==> config.mk <==
export PLATFORM = sky130hd
export DESIGN_NAME = cms_mod_unit
export DESIGN_NICKNAME = d
export VERILOG_FILES = /design/src/cms_pkg.sv /design/src/cms_mod_unit.sv
export SDC_FILE = /design/constraint.sdc
export NUM_CORES = 1
export LEC_CHECK = 0
export BUFFER_PORTS_ARGS = -buffer_cell sky130_fd_sc_hd__buf_4
export CAP_MARGIN = 20
export CORE_MARGIN = 2
export CORE_UTILIZATION = 30
export CTS_BUF_LIST = sky130_fd_sc_hd__clkbuf_4
export DETAILED_ROUTE_END_ITERATION = 8
export PLACE_DENSITY = 0.52
export SYNTH_ARGS = -nofsm -noshare
export SYNTH_HDL_FRONTEND = slang
export SYNTH_SLANG_ARGS = --single-unit
==> constraint.sdc <==
create_clock -name clk_i -period 27.8 [get_ports clk_i]
set_clock_uncertainty 0.15 [all_clocks]
set_input_delay 2.78 -clock clk_i [delete_from_list [all_inputs] [get_ports clk_i]]
set_output_delay 2.78 -clock clk_i [all_outputs]
set_load 0.1 [all_outputs]
==> src/cms_pkg.sv <==
// ----------------------------------------------------------------------------
// cms_pkg
// Shared sizes, register indexes and control types of the count-min sketch
// with configurable row sizes.
// ----------------------------------------------------------------------------
package cms_pkg;

  // sketch geometry
  localparam int unsigned ROWS         = 4;
  localparam int unsigned ROW_DEPTH    = 4096;
  localparam int unsigned COUNTER_BITS = 8;

  // fixed field widths
  localparam int unsigned ELEM_W     = 64;
  localparam int unsigned ROW_SIZE_W = 13;
  localparam int unsigned OCC_W      = 13;
  localparam int unsigned MIN_W      = 8;
  localparam int unsigned NUM_CFG    = 4;
  localparam int unsigned CFG_IDX_W  = 2;

  // derived widths
  localparam int unsigned ROW_W  = (ROWS > 1) ? $clog2(ROWS) : 1;
  localparam int unsigned BKT_W  = $clog2(ROW_DEPTH);
  localparam int unsigned ADDR_W = ROW_W + BKT_W;
  localparam int unsigned DEPTH_W = $clog2(ROW_DEPTH + 1);
  localparam int unsigned MOD_W  = (DEPTH_W > ROW_SIZE_W) ? DEPTH_W : ROW_SIZE_W;

  // remainder unit consumes one byte of the element per cycle
  localparam int unsigned DIGIT_W    = 8;
  localparam int unsigned NUM_DIGITS = ELEM_W / DIGIT_W;
  localparam int unsigned CNT_W      = $clog2(NUM_DIGITS);

  // register indexes
  localparam logic [CFG_IDX_W-1:0] REG_ROW_SIZE_A = 2'd0;
  localparam logic [CFG_IDX_W-1:0] REG_ROW_SIZE_B = 2'd1;
  localparam logic [CFG_IDX_W-1:0] REG_ROW_SIZE_C = 2'd2;
  localparam logic [CFG_IDX_W-1:0] REG_ROW_SIZE_D = 2'd3;

  // row sizes after reset
  localparam logic [ROW_SIZE_W-1:0] ROW_SIZE_RESET [NUM_CFG] =
    '{13'd4093, 13'd4091, 13'd4079, 13'd4073};

  // control of the remainder unit
  typedef struct packed {
    logic clr;
    logic en;
  } mod_ctrl_t;

endpackage

==> src/cms_mod_unit.sv <==
// ----------------------------------------------------------------------------
// cms_mod_unit
// Iterative remainder of a long key by a row size: restoring reduction of
// one byte of the key per cycle, most significant byte first.
// ----------------------------------------------------------------------------
module cms_mod_unit (
  input  logic                            clk_i,
  input  logic                            rst_ni,
  input  cms_pkg::mod_ctrl_t              ctrl_i,
  input  logic [cms_pkg::DIGIT_W-1:0]     digit_i,
  input  logic [cms_pkg::MOD_W-1:0]       size_i,
  output logic [cms_pkg::MOD_W-1:0]       rem_o
);

  logic [cms_pkg::MOD_W-1:0] rem_q;
  logic [cms_pkg::MOD_W-1:0] rem_d;

  // eight shift and conditional subtract steps on the running remainder
  always_comb begin
    logic [cms_pkg::MOD_W-1:0] acc;
    logic [cms_pkg::MOD_W:0]   trial;
    acc = rem_q;
    for (int i = 0; i < cms_pkg::DIGIT_W; i++) begin
      trial = {acc, digit_i[cms_pkg::DIGIT_W-1-i]};
      if (trial >= {1'b0, size_i}) begin
        trial = trial - {1'b0, size_i};
      end
      acc = trial[cms_pkg::MOD_W-1:0];
    end
    rem_d = acc;
  end

  // remainder register
  always_ff @(posedge clk_i or negedge rst_ni) begin
    if (!rst_ni) begin
      rem_q <= '0;
    end else if (ctrl_i.clr) begin
      rem_q <= '0;
    end else if (ctrl_i.en) begin
      rem_q <= rem_d;
    end
  end

  assign rem_o = rem_q;

endmodule

Word-level counts from Yosys, hierarchy flattened
Index checks and enable logic that the tools add are counted.
{"block": "classes", "n_addsub": 8, "n_lt_le_gt_ge": 8, "muxes": 10, "reduce_logical": 1}
{"cell": "13-bit 2-to-1 mux", "count": 10}
{"cell": "14-bit by 13-bit greater-or-equal comparator with 1-bit output", "count": 8}
{"cell": "13-bit subtractor", "count": 8}
{"cell": "2-bit nonzero test", "count": 1}
{"block": "word_totals", "ff_bits": 13, "input_bits": 25, "output_inout_bits": 13, "word_cells": 28}

Logic depth before layout (Yosys ltp)
Gate-level depths: netlist (run 1).
{"block": "logic_depth", "depth_word": 18, "mapped_depth": 100, "depth_no_buf": 91}

Least setup slack after synthesis (run 1)
No wires, ideal clock.
{"block": "synth_timing", "kind": "in2reg", "startpoint": "input digit_i[7] (netlist name)", "endpoint": "register rem_q, in the netlist rem_o[4]", "setup_time_ns": 0.094, "arrival_time_ns": 22.437, "required_time_ns": 27.556, "slack_ns": 5.119, "cell_stages": 93, "path_buffers": 8, "cell_sequence": "inv_1 ha_1 fa_1 nor2b_1 o22ai_1 a311o_1 a31o_1 buf_4 clkbuf_1 nand2_1 o21ai_0 fa_1 nand3_1 a21oi_1 o41ai_1 a21oi_1 a21o_1 nor2_1 (+57 left out) a21boi_0 inv_1 ha_1 a21oi_1 nor2b_1 o21ai_0 o211ai_1 a21o_1 a21o_1 a21oi_1 o221ai_1 a21oi_1 inv_1 a211o_1 buf_6 buf_4 mux2i_1 a211oi_1"}
{"block": "synth_via", "elab_chain_cells": 18, "word_cells_on_any_way": 26, "cone_classes": "8 x add/sub; 8 x order compare; 10 x mux"}
{"item": "start: declaration", "line": "cms_mod_unit.sv:10", "text": "input logic [cms_pkg::DIGIT_W-1:0] digit_i,"}
{"item": "13-bit subtractor or 14-bit by 13-bit greater-or-equal comparator with 1-bit output (tied branches)", "line": "cms_mod_unit.sv:26, cms_mod_unit.sv:25"}
{"item": "13-bit 2-to-1 mux (*)", "line": "cms_mod_unit.sv:25", "text": "if (trial >= {1'b0, size_i}) begin"}
{"item": "13-bit subtractor or 14-bit by 13-bit greater-or-equal comparator with 1-bit output (tied branches)", "line": "cms_mod_unit.sv:26, cms_mod_unit.sv:25"}
{"item": "13-bit 2-to-1 mux (*)", "line": "cms_mod_unit.sv:25"}
{"item": "13-bit subtractor or 14-bit by 13-bit greater-or-equal comparator with 1-bit output (tied branches)", "line": "cms_mod_unit.sv:26, cms_mod_unit.sv:25"}
{"item": "13-bit 2-to-1 mux (*)", "line": "cms_mod_unit.sv:25"}
{"item": "13-bit subtractor or 14-bit by 13-bit greater-or-equal comparator with 1-bit output (tied branches)", "line": "cms_mod_unit.sv:26, cms_mod_unit.sv:25"}
{"item": "13-bit 2-to-1 mux (*)", "line": "cms_mod_unit.sv:25"}
{"item": "(+2 left out)"}
{"item": "13-bit subtractor or 14-bit by 13-bit greater-or-equal comparator with 1-bit output (tied branches)", "line": "cms_mod_unit.sv:26, cms_mod_unit.sv:25"}
{"item": "13-bit 2-to-1 mux (*)", "line": "cms_mod_unit.sv:25"}
{"item": "14-bit by 13-bit greater-or-equal comparator with 1-bit output or 13-bit subtractor (tied branches)", "line": "cms_mod_unit.sv:25, cms_mod_unit.sv:26"}
{"item": "13-bit 2-to-1 mux (*)", "line": "cms_mod_unit.sv:25"}
{"item": "13-bit subtractor or 14-bit by 13-bit greater-or-equal comparator with 1-bit output (tied branches)", "line": "cms_mod_unit.sv:26, cms_mod_unit.sv:25"}
{"item": "13-bit 2-to-1 mux (*)", "line": "cms_mod_unit.sv:25"}
{"item": "13-bit 2-to-1 mux (*)", "line": "cms_mod_unit.sv:39", "text": "end else if (ctrl_i.en) begin"}
{"item": "13-bit 2-to-1 mux (*)", "line": "cms_mod_unit.sv:37", "text": "end else if (ctrl_i.clr) begin"}
{"item": "end signal: assignment", "line": "cms_mod_unit.sv:40", "text": "rem_q <= rem_d;"}
{"item": "end: declaration", "line": "cms_mod_unit.sv:15", "text": "logic [cms_pkg::MOD_W-1:0] rem_q;"}
Mark *: on every way between the ends. The rest lies on a longest branch, timed or not. The select of a mux whose other input is x is not followed.
A chain may end at the register's enable or synchronous reset.

Worst setup path after layout (run 1)
{"block": "layout_timing", "startpoint": "input size_i[9] (netlist name)", "endpoint": "register rem_q, in the netlist rem_o[0]"}
{"block": "layout_via", "elab_chain_cells": 18, "word_cells_on_any_way": 25, "cone_classes": "7 x add/sub; 8 x order compare; 10 x mux"}
{"item": "start: declaration", "line": "cms_mod_unit.sv:11", "text": "input logic [cms_pkg::MOD_W-1:0] size_i,"}
{"item": "13-bit subtractor or 14-bit by 13-bit greater-or-equal comparator with 1-bit output (tied branches)", "line": "cms_mod_unit.sv:26, cms_mod_unit.sv:25"}
{"item": "13-bit 2-to-1 mux", "line": "cms_mod_unit.sv:25"}
{"item": "13-bit subtractor or 14-bit by 13-bit greater-or-equal comparator with 1-bit output (tied branches)", "line": "cms_mod_unit.sv:26, cms_mod_unit.sv:25"}
{"item": "13-bit 2-to-1 mux", "line": "cms_mod_unit.sv:25"}
{"item": "13-bit subtractor or 14-bit by 13-bit greater-or-equal comparator with 1-bit output (tied branches)", "line": "cms_mod_unit.sv:26, cms_mod_unit.sv:25"}
{"item": "13-bit 2-to-1 mux", "line": "cms_mod_unit.sv:25"}
{"item": "13-bit subtractor or 14-bit by 13-bit greater-or-equal comparator with 1-bit output (tied branches)", "line": "cms_mod_unit.sv:26, cms_mod_unit.sv:25"}
{"item": "13-bit 2-to-1 mux", "line": "cms_mod_unit.sv:25"}
{"item": "(+2 left out)"}
{"item": "13-bit subtractor or 14-bit by 13-bit greater-or-equal comparator with 1-bit output (tied branches)", "line": "cms_mod_unit.sv:26, cms_mod_unit.sv:25"}
{"item": "13-bit 2-to-1 mux", "line": "cms_mod_unit.sv:25"}
{"item": "13-bit subtractor or 14-bit by 13-bit greater-or-equal comparator with 1-bit output (tied branches)", "line": "cms_mod_unit.sv:26, cms_mod_unit.sv:25"}
{"item": "13-bit 2-to-1 mux", "line": "cms_mod_unit.sv:25"}
{"item": "14-bit by 13-bit greater-or-equal comparator with 1-bit output (*)", "line": "cms_mod_unit.sv:25"}
{"item": "13-bit 2-to-1 mux (*)", "line": "cms_mod_unit.sv:25"}
{"item": "13-bit 2-to-1 mux (*)", "line": "cms_mod_unit.sv:39"}
{"item": "13-bit 2-to-1 mux (*)", "line": "cms_mod_unit.sv:37"}
Marks and branches as above.

==> metrics.yaml, run 1 <==
cp-start-kind: "primary input"
hold_viol_final: 0
placed_cells: 1217
synth_nets: 1042
startpoint: "size_i[9]"
h-tree-depth: 1
synth_ff_type: "dfrtp_1"
cts_resized: 0
drive_gt1_share_pct: 12.0
nets: 1074
syn_area_um2: 6850
ys.warnings.count: 0
r2r_end: "rem_o[0]"
port_buffers: 37
grt_usage_pct: 18.6
timing.hold.ws_ps: 464
hold_depth: 2
row_count: 55
path_class: "in2reg"
antenna_left: 0
drc_errors: 0
hp-class: "reg2reg"
viasPerCell: 5.58
final_util_pct: 33.2
antennaDiodeCount: 0
synth_edf_count: 0
max_freq_mhz: 38.9
cp_common_cell: "a21oi_1"
synth_cell_types: 75
seq_area_frac_synth_pct: 4.75
path_max_fanout: 19
cts_inserted_buffers: 3
dp_hpwl_mm: 18.3
synth_area_leader_cell: "ha_1"
critPathMaxStageDelay_ps: 580
synth-seq-cells: 13
synth_area_per_cell_um2: 7.56
status: "complete, no violations"
r2r-start: "rem_o[0]"
fp.dieArea_um2: 24000
reg2reg_setup_slack_ps: 4530
min_from: "rem_o[4]"
antenna_found_initial: 0
setup_violations: 0
crit_required_ps: 27840
holdBufCountCts: 0
cp_slowest_cell: "o41ai_2"
crit_path_end_kind: "flop"
fillCellCount: 2367
worst_pin_slew_ps: 693
grt_pass1_wl_mm: 35.5
min_period_over_period_pct: 92.4
cts_setup_buffers: 0
area_growth_pct: 9.19
cap_violations: 0
start_util_pct: 30.4
clk_latency_ps: 270
slew_headroom_pct: 53.5
ys_top_cells_by_area: "ha_1, mux2_2, xnor2_1"
wl_per_cell_um: 18.5
cts_max_path_buffers: 2
stdcell_count: 1221
finalMaxSlewViolations: 0
wl_mm: 22.6
tns_ps: 0
drt-initial-drc-count: 466
rsz0062_at_grt: "no"
clk_pin_slew_ps: 70
min_to: "rem_o[4]"
cts_sinks: 13
vias: 6816
grt_pass1_vias: 6422
grt_max_degree: 25
die_w_um: 155
fp.dieH_um: 155
syn_inst: 905
period_needed_ps: 25680
tritoncts: "built"
first_pass_iters: 5
root_buffer: "clkbuf_4"
routabilityCongestion: 0.913
async_flop_share_pct: 100
io_pins: 38
largest_register_ffs: 13
core_um2: 22500
synth_top_area_share_pct: 19.0
grt-ovfl-total: 0
r2r_cells: 83
worst-endpoint-arrival_ps: 25720
-- worst max-delay path by stage --
stage               endpoint  slack (ps)
detailed placement  rem_o[0]        1650
floorplan           rem_o[4]        5120
CTS                 rem_o[0]        1940
global route        rem_o[0]         160
global placement    rem_o[0]        2100
finish              rem_o[0]        2120
-- cell usage after synthesis, drive strengths merged, types with 4 or more instances --
cell type    n
ha         104
nor2        73
a21oi       71
nand2       69
inv         61
o21ai       55
xnor2       47
mux2        42
a21o        38
mux2i       37
xor2        25
nor3        23
o21a        17
a211oi      16
nand3       16
nand4       15
nor2b       15
dfrtp       13
a31oi       11
clkbuf      11
o21bai      10
buf          8
fa           8
nand2b       8
o211ai       8
or2          8
a21boi       7
and3         7
o31ai        7
and4         6
and2         5
nand3b       5
or3          5
a2111oi      4
nor3b        4
nor4         4
o211a        4
o41ai        4
-- metrics by stage --
stage          cell area, um2  setup WS [ps]
2_1_floorplan            6850           5120
3_3_place_gp             7440           2100
3_5_place_dp             7440           1650
4_1_cts                  7470           1940
5_1_grt                  7470            164
6_report                 7470           2120
-- final cells by class --
cell class                      count  area, um2  share of cell area (%)
Multi-Input combinational cell    812       6190                    82.8
Inverter                           61        229                    3.06
Timing Repair Buffer               46        345                    4.62
Sequential cell                    13        325                    4.35
Clock buffer                        4       30.0                   0.402
Tap cell                          285        357                    4.77
-- worst max-delay path, delay by kind of cell --
kind                     cells  cell delay [ps]
multiplexers                 4             1470
AND/OR/NAND/NOR             14             4160
adder cells (fa/ha/maj)      8             3290
AO/OA/AOI/OAI               54            13270
buffers and inverters        4              680
-- cell usage in the layout, fill, tap and decap left out, types with 4 or more instances in the layout --
cell and count:
a21o_1 38, xor2_1 25, nor3b_1 4, or2_2 6, nand2_1 68, o21ai_0 49, mux2i_1 37, and3_1 7
o21a_1 17, nand2b_1 8, or3_1 5, nand3b_1 5, and4_1 6, buf_4 46, dfrtp_1 13, nand4_1 15
nor2b_1 15, nand3_1 16, o21ai_1 5, a31oi_1 10, clkbuf_4 4, a211oi_1 15, nor3_1 23, nor4_1 4
ha_1 104, o21bai_1 10, mux2_2 41, nor2_1 72, a21oi_1 70, xnor2_1 47, and2_1 5, o31ai_1 6
o211ai_1 8, inv_1 61, o211a_1 4, a21boi_0 7, fa_1 8
-- cell families after synthesis --
| group | Yosys count | synth area share, % |
|---|---|---|
| simple gates | 270 | 19.7 |
| xor+xnor | 72 | 9.21 |
| compound gates | 279 | 27.8 |
| mux | 79 | 12.4 |
| flops | 13 | 4.75 |
| buf+inv | 80 | 4.88 |
| fa+ha+maj | 112 | 21.3 |
-- metal layers --
layer | track usage (%) | vias up | wire length (um)
met2 | 31.2 | 174 | 10400
met1 | 26.7 | 3177 | 10900
met3 | 0.780 | 18 | 887
li1 | - | 3447 | -
met5 | 0 | - | 0
met4 | 3.09 | 0 | 340
Power of run 1 is left out: the tool's default activity adds up to more than one toggle a clock period on the data nets, which glitch-free logic cannot reach.
==> run 2, diff against run 1 <==
--- a/config.mk
+++ b/config.mk
@@ -7,11 +7,13 @@
 export LEC_CHECK = 0
 export BUFFER_PORTS_ARGS = -buffer_cell sky130_fd_sc_hd__buf_4
 export CAP_MARGIN = 20
+export CELL_PAD_IN_SITES_DETAIL_PLACEMENT = 1
+export CELL_PAD_IN_SITES_GLOBAL_PLACEMENT = 1
 export CORE_MARGIN = 2
-export CORE_UTILIZATION = 30
+export CORE_UTILIZATION = 49
 export CTS_BUF_LIST = sky130_fd_sc_hd__clkbuf_4
 export DETAILED_ROUTE_END_ITERATION = 8
-export PLACE_DENSITY = 0.52
+export PLACE_DENSITY = 0.92
 export SYNTH_ARGS = -nofsm -noshare
 export SYNTH_HDL_FRONTEND = slang
 export SYNTH_SLANG_ARGS = --single-unit
==> metrics.yaml, run 2 (synthesis gave the netlist of run 1 again) <==
finalMaxSlewViolations: 0  # unchanged
cp_slowest_cell: "nor4b_4"
r2r-start: "rem_o[0]"
min_from: "rem_o[3]"
fillCellCount: 1798  # -24%
cp_common_cell: "a21oi_1"
period_needed_ps: 26680  # +1010 ps
rsz0062_at_grt: "no"
cp-start-kind: "primary input"
place_ws_ps: -12.9  # -1670 ps
routabilityCongestion: 0.951  # +4.1%
fp.dieArea_um2: 14900  # -38%
cap_violations: 0  # unchanged
clk_pin_slew_ps: 90  # +20 ps
worst_pin_slew_ps: 728  # +34.5 ps
h-tree-depth: 1  # unchanged
min_period_over_period_pct: 96.0  # +3.6 points
grt_pass1_vias: 7701  # +20%
port_buffers: 37  # unchanged
die_w_um: 122  # -21%
critPathMaxStageDelay_ps: 570  # about the same
timing.hold.ws_ps: 482  # +18.0 ps
cts_max_path_buffers: 2  # unchanged
worst-endpoint-arrival_ps: 26680  # +960 ps
area_growth_pct: 7.31
grt_pass1_wl_mm: 40.3  # +14%
setup_violations: 0  # unchanged
antenna_left: 0  # unchanged
vias: 7494  # +9.9%
core_um2: 13800  # -39%
startpoint: "size_i[2]"
path_class: "in2reg"
viasPerCell: 6.75  # +21%
largest_register_ffs: 13  # unchanged
place_area_um2: 7270  # -2.4%
cts_inserted_buffers: 3  # unchanged
wl_mm: 25.9  # +15%
nets: 1068  # -0.56%
slew_headroom_pct: 50.9  # -2.6 points
clk_latency_ps: 290  # +20 ps
setup_ws_ps: 1120  # -1010 ps
antenna_found_initial: 1  # +1
crit_required_ps: 27800  # -40 ps
grt-ovfl-total: 0  # unchanged
holdBufCountCts: 0  # unchanged
grt_max_degree: 25  # unchanged
placed_cells: 1106  # -9.1%
dp_hpwl_mm: 20.8  # +14%
first_pass_iters: 5  # unchanged
final_cell_mix: "ha_1, nor2_1, a21oi_1, nand2_1, inv_1"
row_count: 43  # -22%
grt_usage_pct: 34.4  # +16 points
fp.dieH_um: 122  # -21%
cts_resized: 0  # unchanged
status: "complete, no violations"
root_buffer: "clkbuf_4"
hp-class: "reg2reg"
io_pins: 38  # unchanged
cts_setup_buffers: 0  # unchanged
layout_commonest_cell: "ha_1"
cts_sinks: 13  # unchanged
hold_viol_final: 0  # unchanged
drive_gt1_share_pct: 12.0  # +0.077 points
drc_errors: 0  # unchanged
stdcell_count: 1111  # -9.0%
design_area_um2: 7350  # -1.7%
tritoncts: "built"
path_max_fanout: 23  # +4
start_util_pct: 49.7  # +19 points
max_freq_mhz: 37.5  # -3.8%
wl_per_cell_um: 23.3  # +26%
crit_path_end_kind: "flop"
drt-initial-drc-count: 586  # +26%
## run 2: cell types whose count changed in the layout (fill, tap and decap cells not counted), sizes merged
cell and delta:
buf -6, inv -1, diode +1, clkinvlp +1
## run 2: final timing paths
check	endpoint	slack (ps)	depth (start not counted)
worst min-delay path	rem_o[3]	480	2
max in group asynchronous	rem_o[3]	25160	1
worst max register to register	rem_o[12]	3510	85
min in group asynchronous	rem_o[6]	2170	1
worst min register to register	rem_o[3]	480	2
worst max-delay path	rem_o[12]	1120	86
## run 2: routing by layer
metal	part of all wire, %	track usage [%]	vias to the layer above
li1	-	-	3429
met1	41	43.2	3589
met2	47	58.6	367
met3	6.7	3.37	109
met4	5.5	17.0	0
met5	0	0	-
## run 2: worst max-delay path, delay by kind of cell
family,cells,cell delay (ps)
compound gates,56,15060
simple gates,15,4180
fa+ha+maj,8,2880
mux,3,1060
buf+inv,4,670
## run 2: layout make-up
cell class	count	area (um2)	share of cell area, %
Inverter	61	233	3.17
Tap cell	180	225	3.07
Multi-Input combinational cell	812	6230	84.8
Timing Repair Buffer	40	300	4.09
Antenna cell	1	2.50	0.0341
Clock buffer	4	30.0	0.409
Sequential cell	13	325	4.43
## run 2: stage by stage
stage	utilization, %	TNS, ps
finish	53.3	0
global route	53.3	0
CTS	53.0	0
detailed placement	52.8	-12.9
global placement	52.8	0
floorplan	-	0
Power of run 2 is left out for the same reason.
